[src/design/gmi_pkg.sv]
// Shared constants and types for the gradient magnitude core.
package gmi_pkg;
  localparam int MAX_WIDTH_DEF  = 1024;
  localparam int MAX_HEIGHT_DEF = 1024;
  localparam int MAX_RADIUS_DEF = 8;

  localparam int PIX_W = 8;
  localparam int MAG_W = 12;
  localparam int RAD_CFG_W = 4;
  localparam int DIM_CFG_W = 11;
  localparam int CFG_IDX_W = 2;
  localparam int CFG_DATA_W = 11;

  typedef enum logic [CFG_IDX_W-1:0] {
    REG_RADIUS = 2'd0,
    REG_WIDTH  = 2'd1,
    REG_HEIGHT = 2'd2
  } cfg_reg_t;

  typedef enum logic [1:0] {
    ST_IDLE,
    ST_READ,
    ST_CALC
  } seq_state_t;

  typedef enum logic [1:0] {
    SQ_IDLE,
    SQ_ROOT,
    SQ_DIV
  } sq_state_t;
endpackage

[src/design/gmi_mag_unit.sv]
// Iterative magnitude: squares, bit-pair square root, restoring divide by 2r.
module gmi_mag_unit import gmi_pkg::*; #(
  parameter int MAX_RADIUS = MAX_RADIUS_DEF
) (
  input  logic                        clk,
  input  logic                        rst,
  input  logic                        start,
  input  logic signed [PIX_W:0]       dy,
  input  logic signed [PIX_W:0]       dx,
  input  logic [$clog2(MAX_RADIUS):0] rad,
  output logic                        busy,
  output logic                        done,
  output logic [MAG_W-1:0]            mag
);
  localparam int SUM_W  = 2 * PIX_W + 1;
  localparam int ROOT_W = (SUM_W + 8 + 1) / 2;
  localparam int RAD_W  = 2 * ROOT_W;          // 256 * sum, padded to an even width
  localparam int DIVW   = $clog2(MAX_RADIUS) + 2;
  localparam int SCNT_W = $clog2(ROOT_W + 1);

  sq_state_t         state;
  logic [RAD_W-1:0]  rem;
  logic [RAD_W-1:0]  val;
  logic [ROOT_W-1:0] root;
  logic [SCNT_W-1:0] cnt;
  logic [DIVW-1:0]   divisor;
  logic [ROOT_W-1:0] quo;
  logic [DIVW:0]     drem;
  logic [ROOT_W+1:0] trial;
  logic [RAD_W-1:0]  rem_sh;
  logic [DIVW:0]     drem_sh;
  logic [2*PIX_W+1:0] sqy, sqx;

  always_comb begin
    sqy = (2*PIX_W+2)'(dy * dy);
    sqx = (2*PIX_W+2)'(dx * dx);
    rem_sh  = {rem[RAD_W-3:0], val[RAD_W-1 -: 2]};
    trial   = {root, 2'b01};
    drem_sh = {drem[DIVW-1:0], quo[ROOT_W-1]};
  end

  always_ff @(posedge clk) begin
    done <= 1'b0;
    if (rst) begin
      state <= SQ_IDLE;
    end else begin
      case (state)
        SQ_IDLE: begin
          if (start) begin
            val     <= RAD_W'({SUM_W'(sqy) + SUM_W'(sqx), 8'd0});
            rem     <= '0;
            root    <= '0;
            cnt     <= SCNT_W'(ROOT_W);
            divisor <= DIVW'({rad, 1'b0});
            state   <= SQ_ROOT;
          end
        end
        SQ_ROOT: begin
          val <= {val[RAD_W-3:0], 2'b00};
          if ((RAD_W+2)'(rem_sh) >= (RAD_W+2)'(trial)) begin
            rem  <= RAD_W'((RAD_W+2)'(rem_sh) - (RAD_W+2)'(trial));
            root <= {root[ROOT_W-2:0], 1'b1};
          end else begin
            rem  <= rem_sh;
            root <= {root[ROOT_W-2:0], 1'b0};
          end
          cnt <= cnt - 1'b1;
          if (cnt == SCNT_W'(1)) begin
            state <= SQ_DIV;
          end
        end
        SQ_DIV: begin
          if (cnt == '0) begin
            quo  <= root;
            drem <= '0;
            cnt  <= SCNT_W'(ROOT_W + 1);
          end else if (cnt == SCNT_W'(1)) begin
            mag   <= MAG_W'(quo);
            done  <= 1'b1;
            state <= SQ_IDLE;
          end else begin
            if (drem_sh >= (DIVW+1)'(divisor)) begin
              drem <= drem_sh - (DIVW+1)'(divisor);
              quo  <= {quo[ROOT_W-2:0], 1'b1};
            end else begin
              drem <= drem_sh;
              quo  <= {quo[ROOT_W-2:0], 1'b0};
            end
            cnt <= cnt - 1'b1;
          end
        end
        default: state <= SQ_IDLE;
      endcase
    end
  end

  assign busy = (state != SQ_IDLE);
endmodule

[config.mk]
export PLATFORM = sky130hd
export DESIGN_NAME = gmi_mag_unit
export DESIGN_NICKNAME = d
export VERILOG_FILES = /design/src/design/gmi_pkg.sv /design/src/design/gmi_mag_unit.sv
export SDC_FILE = /design/constraint.sdc
export NUM_CORES = 1
export LEC_CHECK = 0
export BUFFER_PORTS_ARGS = -buffer_cell sky130_fd_sc_hd__buf_2
export CAP_MARGIN = 25
export CORE_AREA = 2 2 134 136
export CTS_BUF_LIST = sky130_fd_sc_hd__clkbuf_4
export CTS_CLUSTER_DIAMETER = 80
export DETAILED_ROUTE_END_ITERATION = 10
export DIE_AREA = 0 0 136 138
export PLACE_DENSITY = 0.86
export SKIP_LAST_GASP = 1
export SLEW_MARGIN = 20
export SYNTH_ARGS = -nofsm -noshare
export SYNTH_HDL_FRONTEND = slang
export SYNTH_SLANG_ARGS = --single-unit
[constraint.sdc]
create_clock -name clk -period 7.2 [get_ports clk]
set_clock_uncertainty 0.15 [all_clocks]
set_input_delay 0.72 -clock clk [delete_from_list [all_inputs] [get_ports clk]]
set_output_delay 0.72 -clock clk [all_outputs]
set_load 0.02 [all_outputs]
======== After elaboration in Yosys (flattened, before gate mapping) ========
Cells that the tools add are included.
cells by class
  add/subtract/negate cells ............... 4
  $mul .................................... 2
  div/mod/pow operators ................... 0
  $lt $le $gt $ge ......................... 2
  eq/ne operators ......................... 9
  shift-type cells ........................ 0
  mux-type cells .......................... 23
  bitwise operators ....................... 3
  reductions and logical operators ........ 12
operators with widths
  cell                   count
  $pmux W26 S2           1
  $mux W24               2
  $pmux W24 S2           1
  $mux W13               3
  $mul A9 B9 Y17         2
  $ge A26 B15 Y1         1
  $mux W26               1
  $pmux W13 S2           1
  $sub A24 B15 Y24       1
  $add A17 B17 Y17       1
  $mux W4                3
  $pmux W4 S3            1
  $reduce_and A4 Y1      3
  $mux W5                2
  $reduce_and A3 Y1      3
  $mux W2                4
  $ne A2 B2 Y1 const B   4
  $ge A6 B5 Y1           1
  $pmux W2 S3            1
  $sub A5 B5 Y5          1
  $eq A4 B1 Y1 const B   1
  $logic_not A4 Y1       1
  $reduce_bool A2 Y1     2
  $sub A4 B1 Y4 const B  1
  other kinds (9)        13
word-level totals
  register bits ........................... 104
  bits in latches ......................... 0
  RAM bits ................................ 0
  ROM bits ................................ 0
  input bits .............................. 25
  output and inout bits ................... 14
  word-level logic and storage cells ...... 65
  memories ................................ 0

======== Depth between registers and ports, before layout ========
Gate-level depths: netlist of run 1.
  depth in word-level cells ............... 4
  mapped depth ............................ 24
  mapped depth without buffers ............ 23

======== Least setup slack after synthesis of run 1 ========
OpenSTA, ideal clock, no wires.
  path type ............................... input to register
  start point ............................. in dx[0]
  end point ............................... reg val[24], data pin
  setup time .............................. 260 ps
  data arrival time ....................... 6248 ps
  data required time ...................... 6790 ps
  path slack .............................. 542 ps
  cell stages on the path ................. 18
  path buffers ............................ 1
  cells stage by stage .................... clkbuf_1 -> nor2b_1 -> fa_1 -> inv_1 -> fa_1 -> inv_1 -> fa_1 -> fa_1 -> fa_1 -> fa_1 -> fa_1 -> ha_1 -> a21oi_1 -> o21ai_0 -> o41ai_1 -> o31ai_1 -> xnor2_1 -> mux2_2
on the way
  cells in the longest elaborated chain, start to end .. 4
ends and longest elaborated chain
  item                  RTL line            RTL
  start, declared       gmi_mag_unit.sv:9   input logic signed [PIX_W:0] dx,
  $mul A9 B9 Y17        gmi_mag_unit.sv:36  sqx = (2*PIX_W+2)'(dx * dx);
  $add A17 B17 Y17      gmi_mag_unit.sv:50  val <= RAD_W'({SUM_W'(sqy) + SUM_W'(sqx), 8'd0});
  $mux W26              gmi_mag_unit.sv:49  if (start) begin
  $pmux W26 S2          gmi_mag_unit.sv:47  case (state)
  end signal, assigned  gmi_mag_unit.sv:50
  end signal, assigned  gmi_mag_unit.sv:59  val <= {val[RAD_W-3:0], 2'b00};
  end, declared         gmi_mag_unit.sv:23  logic [RAD_W-1:0] val;
Every way passes these cells. The select of a mux whose other input is x is not followed.
A chain may end at the register's enable or synchronous reset.

======== Worst setup path in the final report of run 1 ========
  start point ............................. in dx[1]
  end point ............................... reg val[24], data pin
The elaborated chain is that of the path after synthesis.

==> run_results.csv, run 1 <==
group,metric,value,unit
timing,setup-violations-final,0,
drt,ant_nets,0,
floorplanning,start_util,0.575,
drt,dr.pass1.iters,5,
placed_design,place_congestion,0.930,
hold_path,holdPathStages,1,
logic_synthesis,synth_flop_cell,"edfxtp_1",
critical_path,r2r_end,"rem[4]$_SDFFCE_PN0P_",
clock_network,cts_tree,"yes",
cells_and_area,drive_gt1_frac,0.0778,
grt,grt_overflow,0,
drt,dr_total_vias,6642,
clock_network,cts_root_buf,"clkbuf_4",
cells_and_area,nets,1250,
timing,finalMaxSlewViolations,0,
critical_path,reg2reg_slack,3.73,ns
grt,use_met2,0.361,
outcome,status,"finished, final reports clean",
drt,vias_per_cell,5.39,
clock_network,postCtsSetupBuffers,0,
timing,rsz0062_at_grt,"no",
logic_synthesis,netlist_area,10100,µm²
cells_and_area,final_util,0.607,
clock_network,htreeDepth,3,
clock_network,clock-sinks,96,
drt,drt-total-wl,18.6,mm
drt,drc_errors,0,
timing,fmax,0.157,GHz
timing,holdWs,0.278,ns
floorplanning,core,17500,µm²
critical_path,path_max_fanout,9,
placed_design,detailed_place_hpwl,15.3,mm
critical_path,startpoint_type,"input pin",
floorplanning,die_h,138,µm
grt,use_met3,0.0297,
logic_synthesis,synthTopCellsByArea,"edfxtp_1 28%, fa_1 26%, ha_1 12%, inv_1 6.5%, nand2_1 2.9%",
logic_synthesis,ys_top_cells_by_count,"174 x inv_1, 133 x fa_1, 93 x edfxtp_1, 93 x ha_1, 79 x nand2_1",
floorplanning,num_rows,49,
timing,relSlewSlack,0.360,
logic_synthesis,yosys_warnings,0,
clock_network,post_cts_resized,0,
drt,drt-initial-drc-count,485,
critical_path,critPathRequiredTime,7.29,ns
critical_path,crit_type,"input pin to register",
timing,fin_crit,6.38,ns
clock_network,path_clk_slew,0.14,ns
clock_network,clk_latency,0.46,ns
grt,antenna_found_initial,0,
hold_path,hold_path.class,"input pin to register",
hold_path,min_to,"divisor[1]$_DFFE_PP_",
grt,grt_use_met1,0.288,
logic_synthesis,synth_edf_count,93,
clock_network,numCtsBuffers,9,
job,cap_violations,0,
timing,setup_tns,0,ns
logic_synthesis,syn_inst,968,
timing,hold_viol,0,
timing,worst_slew_pin_slew,0.959,ns
clock_network,cts.path.max_buffers,2,
hold_path,hp-start,"rad[0]",
logic_synthesis,synth-seq-cells,96,
logic_synthesis,synth_most_common_cell,"inv_1",
floorplanning,die_x,136,µm
logic_synthesis,synth_top_area_cell,"edfxtp_1",
grt,grt_pass1_vias,6865,
logic_synthesis,syn_area_per_cell,10.4,µm²
grt,grt_pass1_wl,31.8,mm
critical_path,reg2reg_depth,7,
clock_network,cts_hold_buf,0,
floorplanning,die-area,18800,µm²
logic_synthesis,netlist.area_leader.share,0.277,
cells_and_area,syn2layout_area_growth,5.60,%
drt,wl_per_cell,15.1,µm
timing,fin_crit_sh,0.886,
critical_path,r2r-start,"rem[1]$_SDFFCE_PN0P_",
critical_path,endpoint_kind,"register",
critical_path,cp.arrival,6.47,ns
floorplanning,boundaryPins,39,
logic_synthesis,yosysUniqueCellTypes,56,
logic_synthesis,synthArstFlopShare,0,
grt,busiest_layer,"met2",
grt,grt_max_degree,56,
cells_and_area,fillers,1416,
logic_synthesis,syn_nets,1219,
placed_design,port_buffers,38,
grt,track_usage,0.211,
logic_synthesis,yosysSeqAreaShare,0.283,
-- through the flow --
step	setup WS, ns	std cells	instance area [µm²]
after floorplan	0.542	968	10100
after global placement	0.402	1216	10500
after detailed placement	0.341	1216	10500
after CTS	0.839	1231	10600
after global routing	0.521	1232	10600
final	0.819	1233	10600
-- per-layer routing --
layer	share of wire	wire length, µm
met5	0	0
met4	0.012	224
met3	0.041	758
met2	0.51	9530
met1	0.43	8070
-- layout make-up --
type / instances / area [µm²] / area share
timing repair buffer: 45 / 243 / 0.0228
multi-input combinational: 672 / 6470 / 0.608
inverter: 175 / 657 / 0.0617
clock buffer: 9 / 67.6 / 0.00635
clock inverter: 6 / 61.3 / 0.00576
tap: 229 / 287 / 0.0269
antenna: 1 / 2.50 / 0.000235
sequential: 96 / 2850 / 0.268
-- worst max-delay path, stage by stage --
cell and delay, ns:
buf_2 0.17, inv_1 0.12, nor2_1 0.24, inv_1 0.10, fa_1 0.50, inv_1 0.05
fa_1 0.52, fa_1 0.44, fa_1 0.52, fa_1 0.53, fa_1 0.57, fa_1 0.43
ha_1 0.37, a21oi_1 0.15, o21ai_0 0.11, o41ai_1 0.26, buf_4 0.18, o31ai_1 0.08
xnor2_1 0.13, mux2_2 0.26
-- cells by family (layout without fill, tap and decap cells) --
group	count (synthesis)	count (layout)	synth area share
and+or+nand+nor	247	247	0.117
adders and majority gates	226	226	0.380
buffers and inverters	200	235	0.0755
AOI/OAI and AO/OA	125	125	0.0772
DFF	96	96	0.283
xor gates and xnor gates	52	52	0.0452
muxes	22	22	0.0230
other	0	1	0
-- sequential cells by signal, indices dropped and copies added (netlist names) --
signal,count
val,18
rem,24
drem,5
cnt,4
done,1
divisor,4
root,13
mag,12
quo,13
state,2
-- worst max-delay path by stage --
stage | from | endpoint | cells after the start
3_3_place_gp | dx[1] | val[24]$_DFFE_PP_ | 20
4_1_cts | dx[1] | val[24]$_DFFE_PP_ | 20
3_5_place_dp | dx[1] | val[24]$_DFFE_PP_ | 20
5_1_grt | dx[1] | val[24]$_DFFE_PP_ | 22
6_report | dx[1] | val[24]$_DFFE_PP_ | 20
2_1_floorplan | dx[0] | val[24]$_DFFE_PP_ | 18
-- placed cells by master (no fill, tap or decap), types with 3 or more instances in the layout --
cell	Yosys	routed
o41ai_1	5	5
o21a_1	7	7
inv_1	174	174
buf_2	2	38
a31o_2	3	3
nand3_1	6	6
mux2i_1	13	13
nand4_1	3	3
dfxtp_1	3	3
clkbuf_4	0	9
or3_1	7	7
ha_1	93	93
a21oi_1	27	27
a21boi_0	3	3
nor2_1	72	71
xor2_1	20	20
edfxtp_1	93	93
a211oi_1	6	6
o31ai_1	4	4
and2_1	34	34
nand2b_1	12	12
buf_4	0	7
nand2_1	79	79
clkinv_2	0	3
nor2b_1	11	11
o21ai_0	47	47
mux2_2	9	9
fa_1	133	133
nor3_1	9	9
xnor2_1	32	32
a21o_1	6	6
Power of run 1 is not shown: default switching activity piles up to over one toggle a cycle in this logic, so the estimate is an artifact.
==> run 2, diff against run 1 <==
--- a/config.mk
+++ b/config.mk
@@ -5,14 +5,15 @@
 export SDC_FILE = /design/constraint.sdc
 export NUM_CORES = 1
 export LEC_CHECK = 0
+export ABC_AREA = 1
 export BUFFER_PORTS_ARGS = -buffer_cell sky130_fd_sc_hd__buf_2
 export CAP_MARGIN = 25
-export CORE_AREA = 2 2 134 136
+export CORE_AREA = 2 2 100 198
 export CTS_BUF_LIST = sky130_fd_sc_hd__clkbuf_4
 export CTS_CLUSTER_DIAMETER = 80
 export DETAILED_ROUTE_END_ITERATION = 10
-export DIE_AREA = 0 0 136 138
-export PLACE_DENSITY = 0.86
+export DIE_AREA = 0 0 102 200
+export PLACE_DENSITY = 0.85
 export SKIP_LAST_GASP = 1
 export SLEW_MARGIN = 20
 export SYNTH_ARGS = -nofsm -noshare
==> run 2 against run 1 <==
The run now ends with design-rule violations left. Non-clock buffer count rose by 1. Area after synthesis rose by 8.0%. Count of clock-buffer cells in the layout rose by 2. Flip-flop and latch count did not move. Die area rose by 8.7%. Via count rose by 25%. Fmax fell by 2.1%. Final area rose by 8.2%. Final cell count rose by 29%. Critical endpoint unchanged.
==> run_results.csv, run 2 <==
group,metric,value,unit
outcome,status,"complete, but fails checks",
outcome,failed_checks,"design-rule violations",
logic_synthesis,yosys_warnings,0,
logic_synthesis,yosysSeqAreaShare,0.262,
placed_design,detailed_place_hpwl,20.3,mm
logic_synthesis,netlist_area,10900,µm²
logic_synthesis,synth_most_common_cell,"nand2_1",
logic_synthesis,yosysUniqueCellTypes,37,
critical_path,crit_end,"val[24]$_DFFE_PP_",
clock_network,postCtsSetupBuffers,0,
critical_path,path_max_fanout,12,
critical_path,cp.depth,23,
job,cap_violations,0,
logic_synthesis,synth_edf_count,93,
critical_path,endpoint_kind,"register",
grt,track_usage,0.255,
floorplanning,die-area,20400,µm²
drt,wl_per_cell,15.2,µm
floorplanning,die_h,200,µm
grt,grt_max_degree,56,
timing,fin_crit_sh,0.905,
clock_network,cts.path.max_buffers,2,
critical_path,crit_type,"input pin to register",
cells_and_area,syn2layout_area_growth,5.73,%
drt,dr_total_vias,8291,
logic_synthesis,synthArstFlopShare,0,
drt,vias_per_cell,5.20,
clock_network,path_clk_slew,0.16,ns
timing,rsz0062_at_grt,"no",
logic_synthesis,synth-seq-cells,96,
grt,grt_pass1_wl,40.5,mm
critical_path,startpoint_type,"input pin",
floorplanning,num_rows,71,
timing,hold_viol,0,
timing,fin_crit,6.52,ns
clock_network,cts_tree,"yes",
critical_path,critPathRequiredTime,7.27,ns
clock_network,cts_hold_buf,0,
drt,drt-total-wl,24.2,mm
timing,relSlewSlack,0.378,
cells_and_area,multi_input_area,6790,µm²
clock_network,post_cts_resized,0,
floorplanning,start_util,0.578,
critical_path,cp_num_buf_inv,7,
timing,setup_tns,0,ns
logic_synthesis,synth_flop_cell,"edfxtp_1",
drt,ant_nets,0,
drt,drc_errors,2,
critical_path,r2r-start,"root[0]$_SDFFCE_PN0P_",
floorplanning,die_x,102,µm
clock_network,clk_latency,0.46,ns
cells_and_area,final_cell_mix,"338 x nand2_1, 289 x inv_1, 133 x fa_1",
timing,setup-violations-final,0,
timing,fmax,0.153,GHz
logic_synthesis,ys_top_cells_by_count,"338 x nand2_1, 289 x inv_1, 133 x fa_1",
logic_synthesis,synth_top_area_cell,"edfxtp_1",
cells_and_area,drive_gt1_frac,0.0666,
logic_synthesis,syn_inst,1308,
clock_network,htreeDepth,3,
critical_path,max_stage_delay,0.67,ns
clock_network,cts_root_buf,"clkbuf_4",
cells_and_area,nets,1583,
logic_synthesis,syn_nets,1559,
cells_and_area,seqCellArea,2850,µm²
cells_and_area,fillers,1633,
critical_path,reg2reg_depth,12,
floorplanning,boundaryPins,39,
grt,antenna_found_initial,1,
timing,finalMaxSlewViolations,0,
critical_path,startpoint,"dx[8]",
cells_and_area,top_regs,"rem (24), val (18)",
logic_synthesis,netlist.area_leader.share,0.256,
critical_path,r2r_end,"rem[23]$_SDFFCE_PN0P_",
drt,drt-initial-drc-count,443,
floorplanning,core,18800,µm²
critical_path,crit_family,"adder cells",
hold_path,holdPathStages,1,
hold_path,hold_path.class,"input pin to register",
clock_network,numCtsBuffers,9,
critical_path,cp.arrival,6.58,ns
cells_and_area,mostFrequentLayoutCell,"nand2_1",
cells_and_area,top_register,"rem",
grt,grt_overflow,0,
placed_design,port_buffers,38,
placed_design,place_congestion,0.959,
critical_path,reg2reg_slack,4.07,ns
timing,worst_slew_pin_slew,0.932,ns
grt,grt_pass1_vias,8997,
hold_path,hp-start,"rad[2]",
logic_synthesis,syn_area_per_cell,8.32,µm²
cells_and_area,largest_register_ffs,24,
critical_path,slowest_stage,"fa_1",
clock_network,clock-sinks,96,
critical_path,crit_chain,"buf_2, nand2_1, inv_1, fa_1, fa_1, inv_1, fa_1, inv_1, fa_1, inv_1, fa_1, inv_1, fa_1, ha_1, ha_1, inv_1, nor3_1, nand2_1, nor2_1, nand3b_1, nand3_1, nand3_1, nand2_1",
logic_synthesis,synthTopCellsByArea,"edfxtp_1 26%, fa_1 24%, nand2_1 12%, ha_1 11%, inv_1 10%",
drt,dr.pass1.iters,8,
run 2: cell types whose count changed after synthesis, moves of 9 or more:
cell | previous run | this run
nor2_1 | 72 | 105
xnor2_1 | 32 | 14
nor2b_1 | 11 | 0
nand2_1 | 79 | 338
mux2i_1 | 13 | 0
nor2_2 | 0 | 10
inv_1 | 174 | 289
mux2_2 | 9 | 0
nand2b_1 | 12 | 0
nand3_1 | 6 | 36
and2_1 | 34 | 1
run 2: final cells by class:
class / instances / area share
diodes: 1 / 0.000217
clock buffers: 11 / 0.00717
clock inverters: 5 / 0.00706
inverters: 296 / 0.0965
multi-input cells: 883 / 0.590
flip-flops and latches: 96 / 0.248
well taps: 255 / 0.0277
repair buffers: 46 / 0.0235
run 2: worst min-delay path by stage:
stage	to	slack (ns)
3_5_place_dp	mag[1]$_DFFE_PP_	0.29
6_report	divisor[3]$_DFFE_PP_	0.27
2_1_floorplan	mag[0]$_DFFE_PP_	0.28
4_1_cts	divisor[3]$_DFFE_PP_	0.26
3_3_place_gp	mag[11]$_DFFE_PP_	0.29
5_1_grt	divisor[3]$_DFFE_PP_	0.24
run 2: stage by stage:
step	setup WS, ns	util	area, µm²	cells	hold slack, ns
after floorplan	0.479	-	10900	1308	0.277
after global placement	0.335	0.601	11300	1574	0.285
after detailed placement	0.253	0.601	11300	1574	0.292
after CTS	0.711	0.609	11500	1590	0.260
after global routing	0.392	0.611	11500	1593	0.245
final	0.685	0.611	11500	1593	0.274
run 2: cells by family (layout without fill, tap and decap cells):
kind of cell	after synthesis	after routing	synth area share
compound gates	97	97	0.0487
xor+xnor	29	29	0.0233
fa+ha+maj	226	226	0.351
buf+inv	329	358	0.115
flops	96	96	0.262
other cells	0	1	0
simple gates	531	531	0.199
run 2: layer usage:
metal / global-route usage / share of wire / vias to the layer above
met4: 0.146 / 0.057 / 0
met3: 0.0268 / 0.029 / 87
met5: 0 / 0 / -
met2: 0.521 / 0.59 / 215
met1: 0.229 / 0.32 / 3953
li1: - / - / 4036
Power of run 2 is left out for the same reason.
==> run 3, diff against run 2 <==
--- a/config.mk
+++ b/config.mk
@@ -8,11 +8,11 @@
 export ABC_AREA = 1
 export BUFFER_PORTS_ARGS = -buffer_cell sky130_fd_sc_hd__buf_2
 export CAP_MARGIN = 25
-export CORE_AREA = 2 2 100 198
+export CORE_AREA = 2 2 179 111
 export CTS_BUF_LIST = sky130_fd_sc_hd__clkbuf_4
 export CTS_CLUSTER_DIAMETER = 80
 export DETAILED_ROUTE_END_ITERATION = 10
-export DIE_AREA = 0 0 102 200
+export DIE_AREA = 0 0 181 113
 export PLACE_DENSITY = 0.85
 export SKIP_LAST_GASP = 1
 export SLEW_MARGIN = 20
==> run 3 against run 2 <==
The flow now finishes without violations. Worst hold slack worse by 0.042 ns. Register-to-register slack worse by 0.11 ns. Sequential share of layout area rose by 0.073 points. Routed wire length down 4.8%. Final cell count is 0.69% lower. Highest routed layer unchanged.
==> run_results.csv, run 3 (synthesized netlist as in run 2, its figures left out) <==
group,metric,value,unit
clock_network,numCtsBuffers,9,
clock_network,clk_latency,0.49,ns
critical_path,r2r_end,"rem[11]$_SDFFCE_PN0P_",
grt,grt_overflow,0,
timing,holdWs,0.232,ns
cells_and_area,syn2layout_area_growth,5.42,%
placed_design,detailed_place_hpwl,19.1,mm
grt,grt_pass1_vias,8227,
critical_path,r2r-start,"root[1]$_SDFFCE_PN0P_",
cells_and_area,largest_register_ffs,24,
grt,grt_pass1_wl,39.1,mm
cells_and_area,nets,1581,
clock_network,clock-sinks,96,
floorplanning,die_h,113,µm
drt,drt-initial-drc-count,792,
critical_path,path_max_fanout,12,
floorplanning,die-area,20500,µm²
clock_network,cts.path.max_buffers,2,
timing,fmax,0.157,GHz
cells_and_area,drive_gt1_frac,0.0659,
timing,fin_ws,0.815,ns
hold_path,hold_path.class,"input pin to register",
placed_design,place_congestion,0.936,
floorplanning,boundaryPins,39,
timing,hold_viol,0,
clock_network,path_clk_slew,0.18,ns
cells_and_area,final_cell_mix,"338 x nand2_1, 289 x inv_1, 133 x fa_1",
drt,drc_errors,0,
timing,fin_crit,6.39,ns
timing,relSlewSlack,0.414,
critical_path,reg2reg_depth,12,
hold_path,hp-start,"rad[3]",
clock_network,cts_root_buf,"clkbuf_4",
cells_and_area,top_register,"rem",
grt,track_usage,0.241,
hold_path,min_to,"divisor[4]$_DFFE_PP_",
drt,wl_per_cell,14.6,µm
clock_network,htreeDepth,3,
clock_network,post_cts_resized,0,
cells_and_area,top_regs,"rem (24), val (18)",
floorplanning,core,18700,µm²
placed_design,port_buffers,38,
drt,dr.pass1.iters,7,
floorplanning,num_rows,39,
critical_path,reg2reg_slack,3.96,ns
cells_and_area,fillers,1621,
clock_network,cts_tree,"yes",
floorplanning,die_x,181,µm
timing,finalMaxSlewViolations,0,
critical_path,crit_type,"input pin to register",
job,cap_violations,0,
critical_path,critPathRequiredTime,7.32,ns
cells_and_area,multi_input_area,6790,µm²
drt,vias_per_cell,5.27,
critical_path,startpoint_type,"input pin",
drt,ant_nets,0,
clock_network,postCtsSetupBuffers,0,
timing,fin_crit_sh,0.887,
hold_path,holdPathStages,1,
drt,drt-total-wl,23.0,mm
placed_design,pre_cts_ws,0.277,ns
timing,setup-violations-final,0,
critical_path,startpoint,"dx[8]",
clock_network,cts_hold_buf,0,
timing,rsz0062_at_grt,"no",
floorplanning,start_util,0.581,
timing,setup_tns,0,ns
grt,antenna_found_initial,1,
drt,dr_total_vias,8334,
critical_path,cp.arrival,6.50,ns
grt,grt_max_degree,56,
cells_and_area,mostFrequentLayoutCell,"nand2_1",
timing,worst_slew_pin_slew,0.877,ns
critical_path,endpoint_kind,"register",
cells_and_area,seqCellArea,2850,µm²
outcome,status,"finished, final reports clean",
## run 3: cell type report
type	count	area share
multi-input combinational	883	0.592
tap	246	0.0268
antenna	1	0.000218
timing repair buffer	44	0.0229
inverter	296	0.0968
sequential	96	0.249
clock buffer	9	0.00589
clock inverter	7	0.00709
## run 3: worst max-delay path: stages
cell and delay (ns):
buf_2 0.20, inv_1 0.22, nor2_1 0.09, fa_1 0.54, inv_1 0.05, fa_1 0.53
inv_1 0.06, fa_1 0.50, fa_1 0.53, fa_1 0.53, fa_1 0.58, fa_1 0.43
ha_1 0.37, inv_1 0.08, nor3_1 0.33, nand2_1 0.09, nand3_1 0.14, a21oi_1 0.09
or2_2 0.29, nand3_1 0.07, nand2_1 0.05
## run 3: how the worst max path moves through the flow
stage,end,depth (start not counted)
2_1_floorplan,val[22]$_DFFE_PP_,20
6_report,val[22]$_DFFE_PP_,21
3_5_place_dp,val[22]$_DFFE_PP_,21
5_1_grt,val[22]$_DFFE_PP_,21
3_3_place_gp,val[22]$_DFFE_PP_,21
4_1_cts,val[22]$_DFFE_PP_,21
## run 3: routing by layer
metal  global-route usage  vias to the layer above  share of wire  wire length [µm]
li1                     -                     4044              -                 -
met2                0.361                      298           0.42              9740
met1                0.365                     3965           0.48             11000
met4               0.0385                        0          0.010               233
met3               0.0560                       27          0.090              2060
met5                    0                        -              0                 0
## run 3: per-stage QoR
step,instances,area [µm²],util
floorplan,1308,10900,-
global route,1582,11500,0.613
global placement,1562,11300,0.602
finish,1582,11500,0.613
detailed placement,1562,11300,0.602
CTS,1578,11400,0.610
Power of run 3 is left out for the same reason.
